`src/rtl/bta_pkg.sv`:
```
// ----------------------------------------------------------------------------
// bta_pkg
// Shared types and codes for the block table heap allocator: the controller
// states, the layout of one table entry, request functions and status codes.
// ----------------------------------------------------------------------------
package bta_pkg;

	// Field widths of the request and result words and of the block count register
	localparam int SIZE_W   = 23;
	localparam int ADDR_W   = 32;
	localparam int STATUS_W = 2;
	localparam int BIU_W    = 11;

	// One table entry: taken, first of a run, run continues in the next entry
	localparam int ENT_W     = 3;
	localparam int ENT_TAKEN = 0;
	localparam int ENT_FIRST = 1;
	localparam int ENT_NEXT  = 2;

	typedef logic [ENT_W-1:0] entry_t;

	localparam entry_t ENTRY_FREE = '0;

	// Request functions
	localparam logic FUNC_ALLOC = 1'b0;
	localparam logic FUNC_FREE  = 1'b1;

	// Result status codes
	typedef logic [STATUS_W-1:0] status_t;

	localparam status_t ST_OK  = 2'd0;
	localparam status_t ST_OOM = 2'd1;
	localparam status_t ST_BAD = 2'd2;

	// Configuration register indexes
	localparam logic CFG_BASE   = 1'b0;
	localparam logic CFG_BLOCKS = 1'b1;

	// Controller states
	typedef enum logic [2:0] {
		S_CLEAR,
		S_IDLE,
		S_SCAN,
		S_MARK,
		S_FWALK,
		S_FCHAIN,
		S_RESP
	} state_t;

endpackage

```
`src/rtl/bta_ram.sv`:
```
// ----------------------------------------------------------------------------
// bta_ram
// Generic simple dual-port RAM: one write port, one read port with the read
// data registered.
// ----------------------------------------------------------------------------
module bta_ram #(
	parameter int WIDTH = 8,
	parameter int DEPTH = 16
) (
	input  logic                                    clk,
	input  logic                                    we,
	input  logic [((DEPTH > 1) ? $clog2(DEPTH) : 1)-1:0] waddr,
	input  logic [WIDTH-1:0]                        wdata,
	input  logic                                    re,
	input  logic [((DEPTH > 1) ? $clog2(DEPTH) : 1)-1:0] raddr,
	output logic [WIDTH-1:0]                        rdata
);

	logic [WIDTH-1:0] mem [DEPTH];

	// Write port
	always_ff @(posedge clk) begin
		if (we) begin
			mem[waddr] <= wdata;
		end
	end

	// Registered read port
	always_ff @(posedge clk) begin
		if (re) begin
			rdata <= mem[raddr];
		end
	end

endmodule

```
`src/rtl/block_table_heap_allocator.sv`:
```
// Allocate: a table scan over the entries in use, then the marking of each
// block of the found run, then the loading of the result word.
// Free: a walk over the blocks below the freed address, then the clearing of
// the entries of its chain; one request at a time.
// After reset every table entry is swept to free; no request is taken during
// the sweep (configuration writes are).
// ----------------------------------------------------------------------------
// block_table_heap_allocator
// First-fit heap allocator over a table of fixed-size blocks held in one RAM.
// Allocate scans for a free run and marks it; free clears a chain of entries.
// ----------------------------------------------------------------------------
module block_table_heap_allocator #(
	parameter int NUM_BLOCKS = 1024,
	parameter int BLOCK_SIZE = 4096
) (
	input  logic                     clk,
	input  logic                     arst_n,

	// Configuration write port
	input  logic                     cfg_we,
	input  logic                     cfg_index,
	input  logic [31:0]              cfg_wdata,

	// Request channel
	input  logic                     in_valid,
	output logic                     in_stall,
	input  logic                     func,
	input  logic [bta_pkg::SIZE_W-1:0] size_bytes,
	input  logic [bta_pkg::ADDR_W-1:0] address,

	// Result channel
	output logic                     out_valid,
	input  logic                     out_stall,
	output logic [bta_pkg::ADDR_W-1:0] result_address,
	output logic [bta_pkg::STATUS_W-1:0] status
);

	import bta_pkg::*;

	localparam int AW   = (NUM_BLOCKS > 1) ? $clog2(NUM_BLOCKS) : 1;
	localparam int CW   = $clog2(NUM_BLOCKS + 1);
	localparam int MW   = (CW > BIU_W) ? CW : BIU_W;
	localparam int RB_W = SIZE_W + 1;
	localparam int AC_W = ADDR_W + 2;
	localparam int PR_W = AW + 17;

	localparam logic [RB_W-1:0] BS_RB  = RB_W'(BLOCK_SIZE);
	localparam logic [AC_W-1:0] BS_AC  = AC_W'(BLOCK_SIZE);
	localparam logic [16:0]     BS_PR  = 17'(BLOCK_SIZE);
	localparam logic [CW-1:0]   NB_CNT = CW'(NUM_BLOCKS);
	localparam logic [CW-1:0]   NB_LST = CW'(NUM_BLOCKS - 1);

	state_t state_q, state_d;

	// Configuration registers
	logic [ADDR_W-1:0] base_q;
	logic [BIU_W-1:0]  blocks_q;

	// Request registers
	logic [SIZE_W-1:0] size_q;
	logic [ADDR_W-1:0] offset_q;

	// Sweep and stream state
	logic [CW-1:0]     issue_q;
	logic              valid_s1;
	logic [AW-1:0]     idx_s1;
	logic [RB_W-1:0]   run_q;
	logic [AW-1:0]     start_q;
	logic [AW-1:0]     end_q;
	logic [AW-1:0]     mark_q;
	logic [ADDR_W-1:0] prod_q;
	logic [CW-1:0]     widx_q;
	logic [AC_W-1:0]   acc_q;

	// Pending result and output register
	status_t           st_q;
	logic [ADDR_W-1:0] ra_q;
	logic              out_valid_q;
	status_t           out_status_q;
	logic [ADDR_W-1:0] out_addr_q;

	// Memory port
	logic              ram_we;
	logic [AW-1:0]     ram_waddr;
	entry_t            ram_wdata;
	logic              ram_re;
	entry_t            ram_rdata;

	// Derived control
	logic [CW-1:0]     n_used;
	logic              in_fire;
	logic              issue_ok;
	logic              ent_taken;
	logic              ent_next;
	logic [RB_W-1:0]   run_next;
	logic              run_hit;
	logic              scan_hit;
	logic              scan_miss;
	logic              chain_end;
	logic              walk_bad;
	logic              walk_hit;
	logic              mark_last;
	logic              resp_load;
	logic              req_bad;
	logic [PR_W-1:0]   prod_full;

	// Clamp the entry count to the table depth
	always_comb begin
		if (MW'(blocks_q) > MW'(NUM_BLOCKS)) begin
			n_used = NB_CNT;
		end else begin
			n_used = CW'(blocks_q);
		end
	end

	assign in_fire   = in_valid && !in_stall;
	assign issue_ok  = (issue_q < n_used);
	assign ent_taken = ram_rdata[ENT_TAKEN];
	assign ent_next  = ram_rdata[ENT_NEXT];
	assign run_next  = run_q + BS_RB;
	assign run_hit   = (run_next >= RB_W'(size_q));
	assign scan_hit  = valid_s1 && !ent_taken && run_hit;
	assign scan_miss = !valid_s1 && !issue_ok;
	assign chain_end = (valid_s1 && !ent_next) || (!valid_s1 && !issue_ok);
	assign walk_bad  = (widx_q >= n_used);
	assign walk_hit  = (AC_W'(offset_q) < (acc_q + BS_AC));
	assign mark_last = (mark_q == end_q);
	assign resp_load = !out_valid_q || !out_stall;
	assign prod_full = PR_W'(idx_s1) * PR_W'(BS_PR);
	assign req_bad   = (func == FUNC_ALLOC) ? (size_bytes == '0) : (address < base_q);

	// Next state
	always_comb begin
		state_d = state_q;
		case (state_q)
			S_CLEAR: begin
				if (issue_q == NB_LST) begin
					state_d = S_IDLE;
				end
			end
			S_IDLE: begin
				if (in_fire) begin
					if (req_bad) begin
						state_d = S_RESP;
					end else if (func == FUNC_ALLOC) begin
						state_d = S_SCAN;
					end else begin
						state_d = S_FWALK;
					end
				end
			end
			S_SCAN: begin
				if (scan_hit) begin
					state_d = S_MARK;
				end else if (scan_miss) begin
					state_d = S_RESP;
				end
			end
			S_MARK: begin
				if (mark_last) begin
					state_d = S_RESP;
				end
			end
			S_FWALK: begin
				if (walk_bad) begin
					state_d = S_RESP;
				end else if (walk_hit) begin
					state_d = S_FCHAIN;
				end
			end
			S_FCHAIN: begin
				if (chain_end) begin
					state_d = S_RESP;
				end
			end
			S_RESP: begin
				if (resp_load) begin
					state_d = S_IDLE;
				end
			end
			default: begin
				state_d = S_IDLE;
			end
		endcase
	end

	// Memory port and handshake outputs
	always_comb begin
		in_stall  = 1'b1;
		ram_we    = 1'b0;
		ram_waddr = issue_q[AW-1:0];
		ram_wdata = ENTRY_FREE;
		ram_re    = 1'b0;
		case (state_q)
			S_CLEAR: begin
				ram_we = 1'b1;
			end
			S_IDLE: begin
				in_stall = 1'b0;
			end
			S_SCAN: begin
				ram_re = issue_ok;
			end
			S_MARK: begin
				ram_we                = 1'b1;
				ram_waddr             = mark_q;
				ram_wdata[ENT_TAKEN]  = 1'b1;
				ram_wdata[ENT_FIRST]  = (mark_q == start_q);
				ram_wdata[ENT_NEXT]   = !mark_last;
			end
			S_FCHAIN: begin
				ram_re    = issue_ok;
				ram_we    = valid_s1;
				ram_waddr = idx_s1;
			end
			default: begin
				in_stall = 1'b1;
			end
		endcase
	end

	// State register
	always_ff @(posedge clk or negedge arst_n) begin
		if (!arst_n) begin
			state_q <= S_CLEAR;
		end else begin
			state_q <= state_d;
		end
	end

	// Configuration registers
	always_ff @(posedge clk or negedge arst_n) begin
		if (!arst_n) begin
			base_q   <= '0;
			blocks_q <= BIU_W'(1024);
		end else if (cfg_we) begin
			if (cfg_index == CFG_BASE) begin
				base_q <= cfg_wdata;
			end else begin
				blocks_q <= cfg_wdata[BIU_W-1:0];
			end
		end
	end

	// Sweep counter and read stream
	always_ff @(posedge clk or negedge arst_n) begin
		if (!arst_n) begin
			issue_q  <= '0;
			valid_s1 <= 1'b0;
		end else begin
			valid_s1 <= ram_re;
			case (state_q)
				S_CLEAR: begin
					issue_q <= issue_q + 1'b1;
				end
				S_IDLE: begin
					issue_q <= '0;
				end
				S_SCAN, S_FCHAIN: begin
					if (ram_re) begin
						issue_q <= issue_q + 1'b1;
					end
				end
				S_FWALK: begin
					issue_q <= widx_q;
				end
				default: begin
					issue_q <= issue_q;
				end
			endcase
		end
	end

	// Track the request, stream index, free run, marking pointer and free walk
	always_ff @(posedge clk) begin
		idx_s1 <= issue_q[AW-1:0];
		case (state_q)
			S_IDLE: begin
				size_q   <= size_bytes;
				offset_q <= address - base_q;
				run_q    <= '0;
				widx_q   <= '0;
				acc_q    <= '0;
			end
			S_SCAN: begin
				if (valid_s1) begin
					if (ent_taken) begin
						run_q <= '0;
					end else begin
						run_q <= run_next;
						if (run_q == '0) begin
							start_q <= idx_s1;
							prod_q  <= ADDR_W'(prod_full);
						end
					end
				end
				end_q  <= idx_s1;
				mark_q <= (run_q == '0) ? idx_s1 : start_q;
			end
			S_MARK: begin
				mark_q <= mark_q + 1'b1;
			end
			S_FWALK: begin
				widx_q <= widx_q + 1'b1;
				acc_q  <= acc_q + BS_AC;
			end
			default: begin
				run_q <= run_q;
			end
		endcase
	end

	// Build the pending result
	always_ff @(posedge clk) begin
		case (state_q)
			S_IDLE: begin
				st_q <= req_bad ? ST_BAD : ST_OK;
				ra_q <= '0;
			end
			S_SCAN: begin
				if (scan_miss) begin
					st_q <= ST_OOM;
				end
			end
			S_MARK: begin
				ra_q <= base_q + prod_q;
			end
			S_FWALK: begin
				if (walk_bad) begin
					st_q <= ST_BAD;
				end
			end
			default: begin
				st_q <= st_q;
			end
		endcase
	end

	// Output register: load a finished result, drop it once taken
	always_ff @(posedge clk or negedge arst_n) begin
		if (!arst_n) begin
			out_valid_q <= 1'b0;
		end else if (state_q == S_RESP && resp_load) begin
			out_valid_q <= 1'b1;
		end else if (!out_stall) begin
			out_valid_q <= 1'b0;
		end
	end

	always_ff @(posedge clk) begin
		if (state_q == S_RESP && resp_load) begin
			out_status_q <= st_q;
			out_addr_q   <= ra_q;
		end
	end

	assign out_valid      = out_valid_q;
	assign status         = out_status_q;
	assign result_address = out_addr_q;

	bta_ram #(
		.WIDTH (ENT_W),
		.DEPTH (NUM_BLOCKS)
	) u_table (
		.clk   (clk),
		.we    (ram_we),
		.waddr (ram_waddr),
		.wdata (ram_wdata),
		.re    (ram_re),
		.raddr (issue_q[AW-1:0]),
		.rdata (ram_rdata)
	);

	// A new result word appears only out of the response state
	a_out_from_resp: assert property (@(posedge clk) disable iff (!arst_n)
		$rose(out_valid_q) |-> $past(state_q == S_RESP))
		else $error("result word loaded outside response state");

	// The scan only reads the table
	a_scan_no_write: assert property (@(posedge clk) disable iff (!arst_n)
		(state_q == S_SCAN) |-> !ram_we)
		else $error("table written during scan");

	// Marking stays inside the found run
	a_mark_in_run: assert property (@(posedge clk) disable iff (!arst_n)
		(state_q == S_MARK) |-> (mark_q >= start_q && mark_q <= end_q))
		else $error("mark pointer outside the run");

	// Reads never pass the entries in use
	a_read_in_use: assert property (@(posedge clk) disable iff (!arst_n)
		ram_re |-> (issue_q < n_used))
		else $error("table read beyond entries in use");

	// A free never writes past the entry where its chain ended
	a_chain_stop: assert property (@(posedge clk) disable iff (!arst_n)
		(state_q == S_FCHAIN && valid_s1 && !ent_next) |=> (state_q == S_RESP))
		else $error("free chain ran past an entry without next mark");

endmodule

```
`config.mk`:
```
export PLATFORM = sky130hd
export DESIGN_NAME = block_table_heap_allocator
export DESIGN_NICKNAME = d
export VERILOG_FILES = /design/src/rtl/bta_pkg.sv /design/src/rtl/bta_ram.sv /design/src/rtl/block_table_heap_allocator.sv
export SDC_FILE = /design/constraint.sdc
export NUM_CORES = 2
export LEC_CHECK = 0
export ABC_AREA = 0
export BUFFER_PORTS_ARGS = -buffer_cell sky130_fd_sc_hd__buf_2
export CAP_MARGIN = 20
export CORE_ASPECT_RATIO = 1.4
export CORE_UTILIZATION = 45
export DETAILED_ROUTE_END_ITERATION = 6
export PLACE_DENSITY = 0.59
export SLEW_MARGIN = 20
export SYNTH_ARGS = -nofsm -noshare
export SYNTH_HDL_FRONTEND = slang
export SYNTH_SLANG_ARGS = --single-unit
```
`constraint.sdc`:
```
create_clock -name clk -period 91.8 [get_ports clk]
set_input_delay 0 -clock clk [delete_from_list [all_inputs] [get_ports clk]]
set_output_delay 0 -clock clk [all_outputs]
set_load 0.01 [all_outputs]
```
=== Yosys cells after proc, flatten, opt, wreduce, memory -nomap -nowiden ===
Memories as Yosys holds them, arrays and structs flattened. A register that Yosys moved wholly into a read port is not among the register bits.
Index checks and enable logic that the tools add are counted.

* Register bits: 301
* Bits in writable memories: 3072
* Bits of input ports: 94
* Output and inout bits: 36
* Logic and storage cells: 128
* Memories: 1

{| class="wikitable"
|+ Memory list
! name !! depth !! width !! rd ports !! clocked after memory_dff !! write ports !! RTL line !! RTL
|-
| u_table.mem || 1024 || 3 || 1 || 1 || 1 || bta_ram.sv:19 || <nowiki>logic [WIDTH-1:0] mem [DEPTH];</nowiki>
|}

* Add/subtract/negate cells: 7
* $lt $le $gt $ge: 6
* Equality and inequality tests: 21
* Mux-type cells: 37
* Bitwise operators: 2
* Reduce and logical (&&, ||, !) cells: 34

{| class="wikitable"
|+ Operators by type and width
! operator !! count
|-
| $pmux 34 s2 || 1
|-
| $pmux 32 s2 || 1
|-
| $mux 24 || 2
|-
| $pmux 24 s2 || 1
|-
| $pmux 11 s4 || 1
|-
| $pmux 10 s2 || 2
|-
| $mux 3 || 12
|-
| $add 34x13->34 const B || 1
|-
| $lt 32x34->1 || 1
|-
| $add 32x22->32 || 1
|-
| $lt 32x32->1 || 1
|-
| $sub 32x32->32 || 1
|-
| $add 24x13->24 const B || 1
|-
| $ge 24x23->1 || 1
|-
| $logic_not 24->1 || 1
|-
| $logic_not 23->1 || 1
|-
| $add 11x1->11 const B || 2
|-
| $mux 11 || 2
|-
| $pmux 11 s2 || 1
|-
| $pmux 3 s7 || 1
|-
| $eq 10x10->1 || 2
|-
| $ne 2x2->1 const B || 8
|-
| $eq 11x10->1 const B || 1
|-
| $ge 11x11->1 || 1
|-
| 26 further kinds || 60
|}

=== Depth between registers and ports, before layout ===
* Depth in word-level cells: 8
* Gate-level depth with buffers: 14
* Depth with buffers taken out: 13

=== Hierarchy ===
A second synthesis with hierarchy kept.

* Cells, all modules: 7827
* Area, all modules: 138232.6 um^2

{| class="wikitable"
|+ By module, submodules not included
! module !! instances !! cells each !! area an instance (um^2) !! sequential area each (um^2)
|-
| bta_ram || 1 || 6544 || 123732.4 || 92338.6
|-
| block_table_heap_allocator || 1 || 1283 || 14500.2 || 7923.8
|}

=== Worst setup path before layout ===
Ideal clock, no wire load.

* Path kind: register to register
* From: register state_q[2]
* To: memory u_table.mem[0][2] in the netlist's numbering (data pin)
* Library setup time: 5685 ps
* Arrival: 28229 ps
* Required time: 86115 ps
* Path slack: 57886 ps
* Cell stages (with the launch flop): 4
* Buffers on the path: 0
* Period minus slack after synthesis: 33914 ps
* Cell sequence: dfrtp_1 -> nor2_2 -> nand2_2 -> a21oi_1

* Longest elaborated chain between the ends: 2

{| class="wikitable"
|+ Ends and longest elaborated chain
! what !! RTL line !! RTL
|-
| start: declaration || block_table_heap_allocator.sv:53 || <nowiki>state_t state_q, state_d;</nowiki>
|-
| start signal: assignment || block_table_heap_allocator.sv:227 || <nowiki>state_q <= state_d;</nowiki>
|-
| $eq 3x2->1 || block_table_heap_allocator.sv:194 || <nowiki>case (state_q)</nowiki>
|-
| $mux 3 || block_table_heap_allocator.sv:194 ||
|-
| via ram_wdata[2] || block_table_heap_allocator.sv:85 || <nowiki>entry_t ram_wdata;</nowiki>
|-
| end: declaration || bta_ram.sv:19 ||
|}

The timed path passes the listed nets, and every way through them passes these cells.

=== Worst setup path in the final report ===
* From: register issue_q[0]
* To: register u_table.rdata[2], read port of u_table.mem (data pin)

* Longest elaborated chain between the ends: 2

{| class="wikitable"
|+ Ends and longest elaborated chain
! what !! RTL line !! RTL
|-
| start: declaration || block_table_heap_allocator.sv:64 || <nowiki>logic [CW-1:0] issue_q;</nowiki>
|-
| start signal: assignment || block_table_heap_allocator.sv:254 || <nowiki>issue_q <= issue_q + 1'b1;</nowiki>
|-
| start signal: assignment || block_table_heap_allocator.sv:261 || <nowiki>issue_q <= issue_q + 1'b1;</nowiki>
|-
| start signal: assignment || block_table_heap_allocator.sv:265 || <nowiki>issue_q <= widx_q;</nowiki>
|-
| $lt 11x11->1 || block_table_heap_allocator.sv:117 || <nowiki>assign issue_ok = (issue_q < n_used);</nowiki>
|-
| $mux 1 || block_table_heap_allocator.sv:194 ||
|-
| end: declaration || bta_ram.sv:16 || <nowiki>output logic [WIDTH-1:0] rdata</nowiki>
|}

Parallel ways exist; a longest one is shown, timed or not.
A chain may end at the register's enable or synchronous reset.

==> run metrics <==
clk slew on worst S/H paths=0.06 ns; Synth Cell Area=97,400 um2; die extent in y=553 um; first-pass GRT wire length=398,000 um; WP depth=12; Initial DRT Pass Iterations=6; pwr dens=29.6 nW/um2; antenna violations before repair=7; worst path bufs/invs=4; worst r2r src=issue_q[0]; Total GRT Usage=0.252; CTS Buf Count=219; run status=finished clean; vias in the first global route=57,000; Pint=0.00217 W; Worst path slowest cell=dfrtp_4; syn_area_per_cell=16.4 um2; Worst Max-Slew Pin Slew=1.24 ns; switching power=0.00108 W; DP HPWL=156,000 um; FF-to-FF path depth=12; CP delay by family, top=buffers and inverters; Final min period=6.25 ns; leakage=34.9 nW; largest net degree at the start of global routing=264; Sinks on Clock Net=2,327; Distinct cells, synth=83; Std-Cell Rows=201; final number of max-transition violations=0; placed cell areas=101,000 um2; remaining global-route overflow=0; die footprint=218,000 um2; RSZ-0062 raised after global routing=no; Critical Path Start Type=flip-flop; H-tree levels=4; R2R Path End=u_table.rdata[2]; peak supply drop=0.0203 mV; root buf cell=clkbuf_16; top_reg_cell synth=edfxtp_1; fin area=110,000 um2; number of max-cap violations=0; final core occ=0.511; Data required, critical path=92.38 ns; CTS tree=built; ANT nets after route=0; period utilization=0.0681; Clock Power Share=0.276; headroom to the max-slew limit=0.170; top cell type's share of synthesized area=0.696; Setup CP Type=reg2reg; routed via count=55,500; maximum clock frequency=0.160 GHz; crit-path cells=buf_4 > buf_12 > buf_4 > buf_12 > mux4_2 > a22o_1 > a221oi_1 > o22ai_1 > nor3_1 > o22ai_1 > nor2_1 > o221ai_1; clk buf depth=4; WL/cell=30.3 um; CP Launch Point=issue_q[0]; DRC viols=0; Initial Util=0.454; CP endpoint=u_table.rdata[2]; most frequent cell after synthesis=edfxtp_1; top cells by area, synth=edfxtp_1 70%, mux4_2 11%, nor2_1 4.6%, dfrtp_1 1.5%, ha_1 1.4%; I/O Buffers=129; vias per cell=6.03; die width=395 um; sequential area share after synthesis=0.713; Worst path max stage delay=0.77 ns; Mapped Cells=5,942; clk_skew=0.0539 ns; Hold Crit Class=in2reg; Sw Ratio=0.334; number of flops mapped to enable cells by yosys=2,258; nets=6,396; routability cong.=0.845; setup TNS=0 ns; Post-synth ARST share=0.0254; cell taking the most area after synthesis=edfxtp_1; Tot Pwr=0.00325 W; Crit. End Element=flip-flop; top cells by count, synth=2,258 x edfxtp_1, 1,185 x nor2_1, 473 x mux4_2, 240 x clkbuf_1, 211 x nand2_1; area grow syn2layout=12.6%; Ys Warns=0; fraction of layout cells with a size suffix above 1=0.183; Setup violations, final=0; combinational share of power=0.302; count of state elements after synthesis=2,327; Post-Syn Nets=6,148; WP data arrival=6.83 ns; Clk Latency, worst-skew pair=0.90 ns; sequential power share=0.423; DRT Wirelength=279,000 um; # IOs=130; worst-path fanout max=87; Core ar.=215,000 um2; DR iter-0 viols=5,742; flop2flop setup slack=85.55 ns; Fin. Hold Viols=0
-- per-stage QoR --
step	setup slack (ns)	hold slack, ns	cells
after CTS	85.20	0.0445	9204
after detailed placement	85.21	0.194	8619
final	85.55	0.0919	9211
after floorplan	57.89	-0.296	5942
after global routing	85.12	0.135	9208
after global placement	85.37	0.195	8619
-- metal layers --
layer  GRT usage  wire [um]
met1       0.310     103000
met3      0.0357      19500
met4       0.116      13900
met5           0         11
met2       0.440     143000
-- flip-flops by register name (all words and copies together) (netlist names), 3 cells and up --
register / flops
u_table.mem: 2048
run_q: 24
acc_q: 22
issue_q: 11
offset_q: 20
blocks_q: 11
state_q: 3
widx_q: 11
base_q: 32
size_q: 23
ra_q: 32
end_q: 10
start_q: 10
prod_q: 10
idx_s1: 10
result_address: 32
mark_q: 10
-- worst min-delay path: stages --
cell and delay, ns:
buf_2 0.09, ha_1 0.20, or3_1 0.13, o21a_1 0.21
xor2_1 0.13
-- cell usage in the layout, fill, tap and decap left out, types with 52 or more instances in the layout --
master         netlist  final
mux4_2             473    473
buf_4               14    117
nor3_1              62     60
clkbuf_16            0    220
nand3_1             64     64
a21oi_1            106    104
nand2_1            211    165
nor2_1            1185   1179
mux2i_1            125    125
dlygate4sd3_1        0    190
edfxtp_1          2258   2258
ha_1               111    111
a22oi_1            100    100
o21ai_0             83     82
clkinv_1             3     55
buf_2               73    129
dfrtp_1             58     52
inv_1               82     80
-- worst min path at each step --
stage / start / end / slack [ns] / depth (start not counted)
global route: address[9] / offset_q[19] / 0.14 / 6
finish: address[25] / offset_q[27] / 0.09 / 5
floorplan: arst_n / base_q[0] / -0.30 / 0
detailed placement: size_bytes[2] / size_q[2] / 0.19 / 1
global placement: size_bytes[6] / size_q[6] / 0.20 / 1
CTS: address[9] / offset_q[19] / 0.04 / 6
-- logic make-up after synthesis --
| logic type | Yosys count | share of synthesized area |
|---|---|---|
| DFF | 2327 | 0.713 |
| and+or+nand+nor | 1682 | 0.0710 |
| muxes | 622 | 0.125 |
| AOI/OAI and AO/OA | 603 | 0.0432 |
| buffers and inverters | 508 | 0.0252 |
| adders and majority gates | 112 | 0.0145 |
| xor gates and xnor gates | 88 | 0.00791 |
-- power groups by stage --
stage,Clock (W),Sequential (W),Combinational [W]
after floorplan,0,0.00155,0.000646
after global placement,0,0.00139,0.000963
after detailed placement,0,0.00139,0.000971
after CTS,0.000906,0.00137,0.000984
after global routing,0.000943,0.00138,0.00104
final,0.000895,0.00137,0.000980
-- repair_timing --
action | in CTS | in global routing
resized for setup | 0 | 0
hold buffers | 190 | 0
endpoints found under the hold margin | 184 | 0
setup buffers | 0 | 0
-- final cells by class --
class	instances	area, um2
flip-flops and latches	2327	69500
repair buffers	447	3650
clock buffers	263	5750
well taps	2842	3560
fillers	17600	105000
clock inverters	132	1190
inverters	88	340
multi-input cells	3107	25700
diodes	5	12.5
No activity file was read; power rests on OpenSTA's default activity.
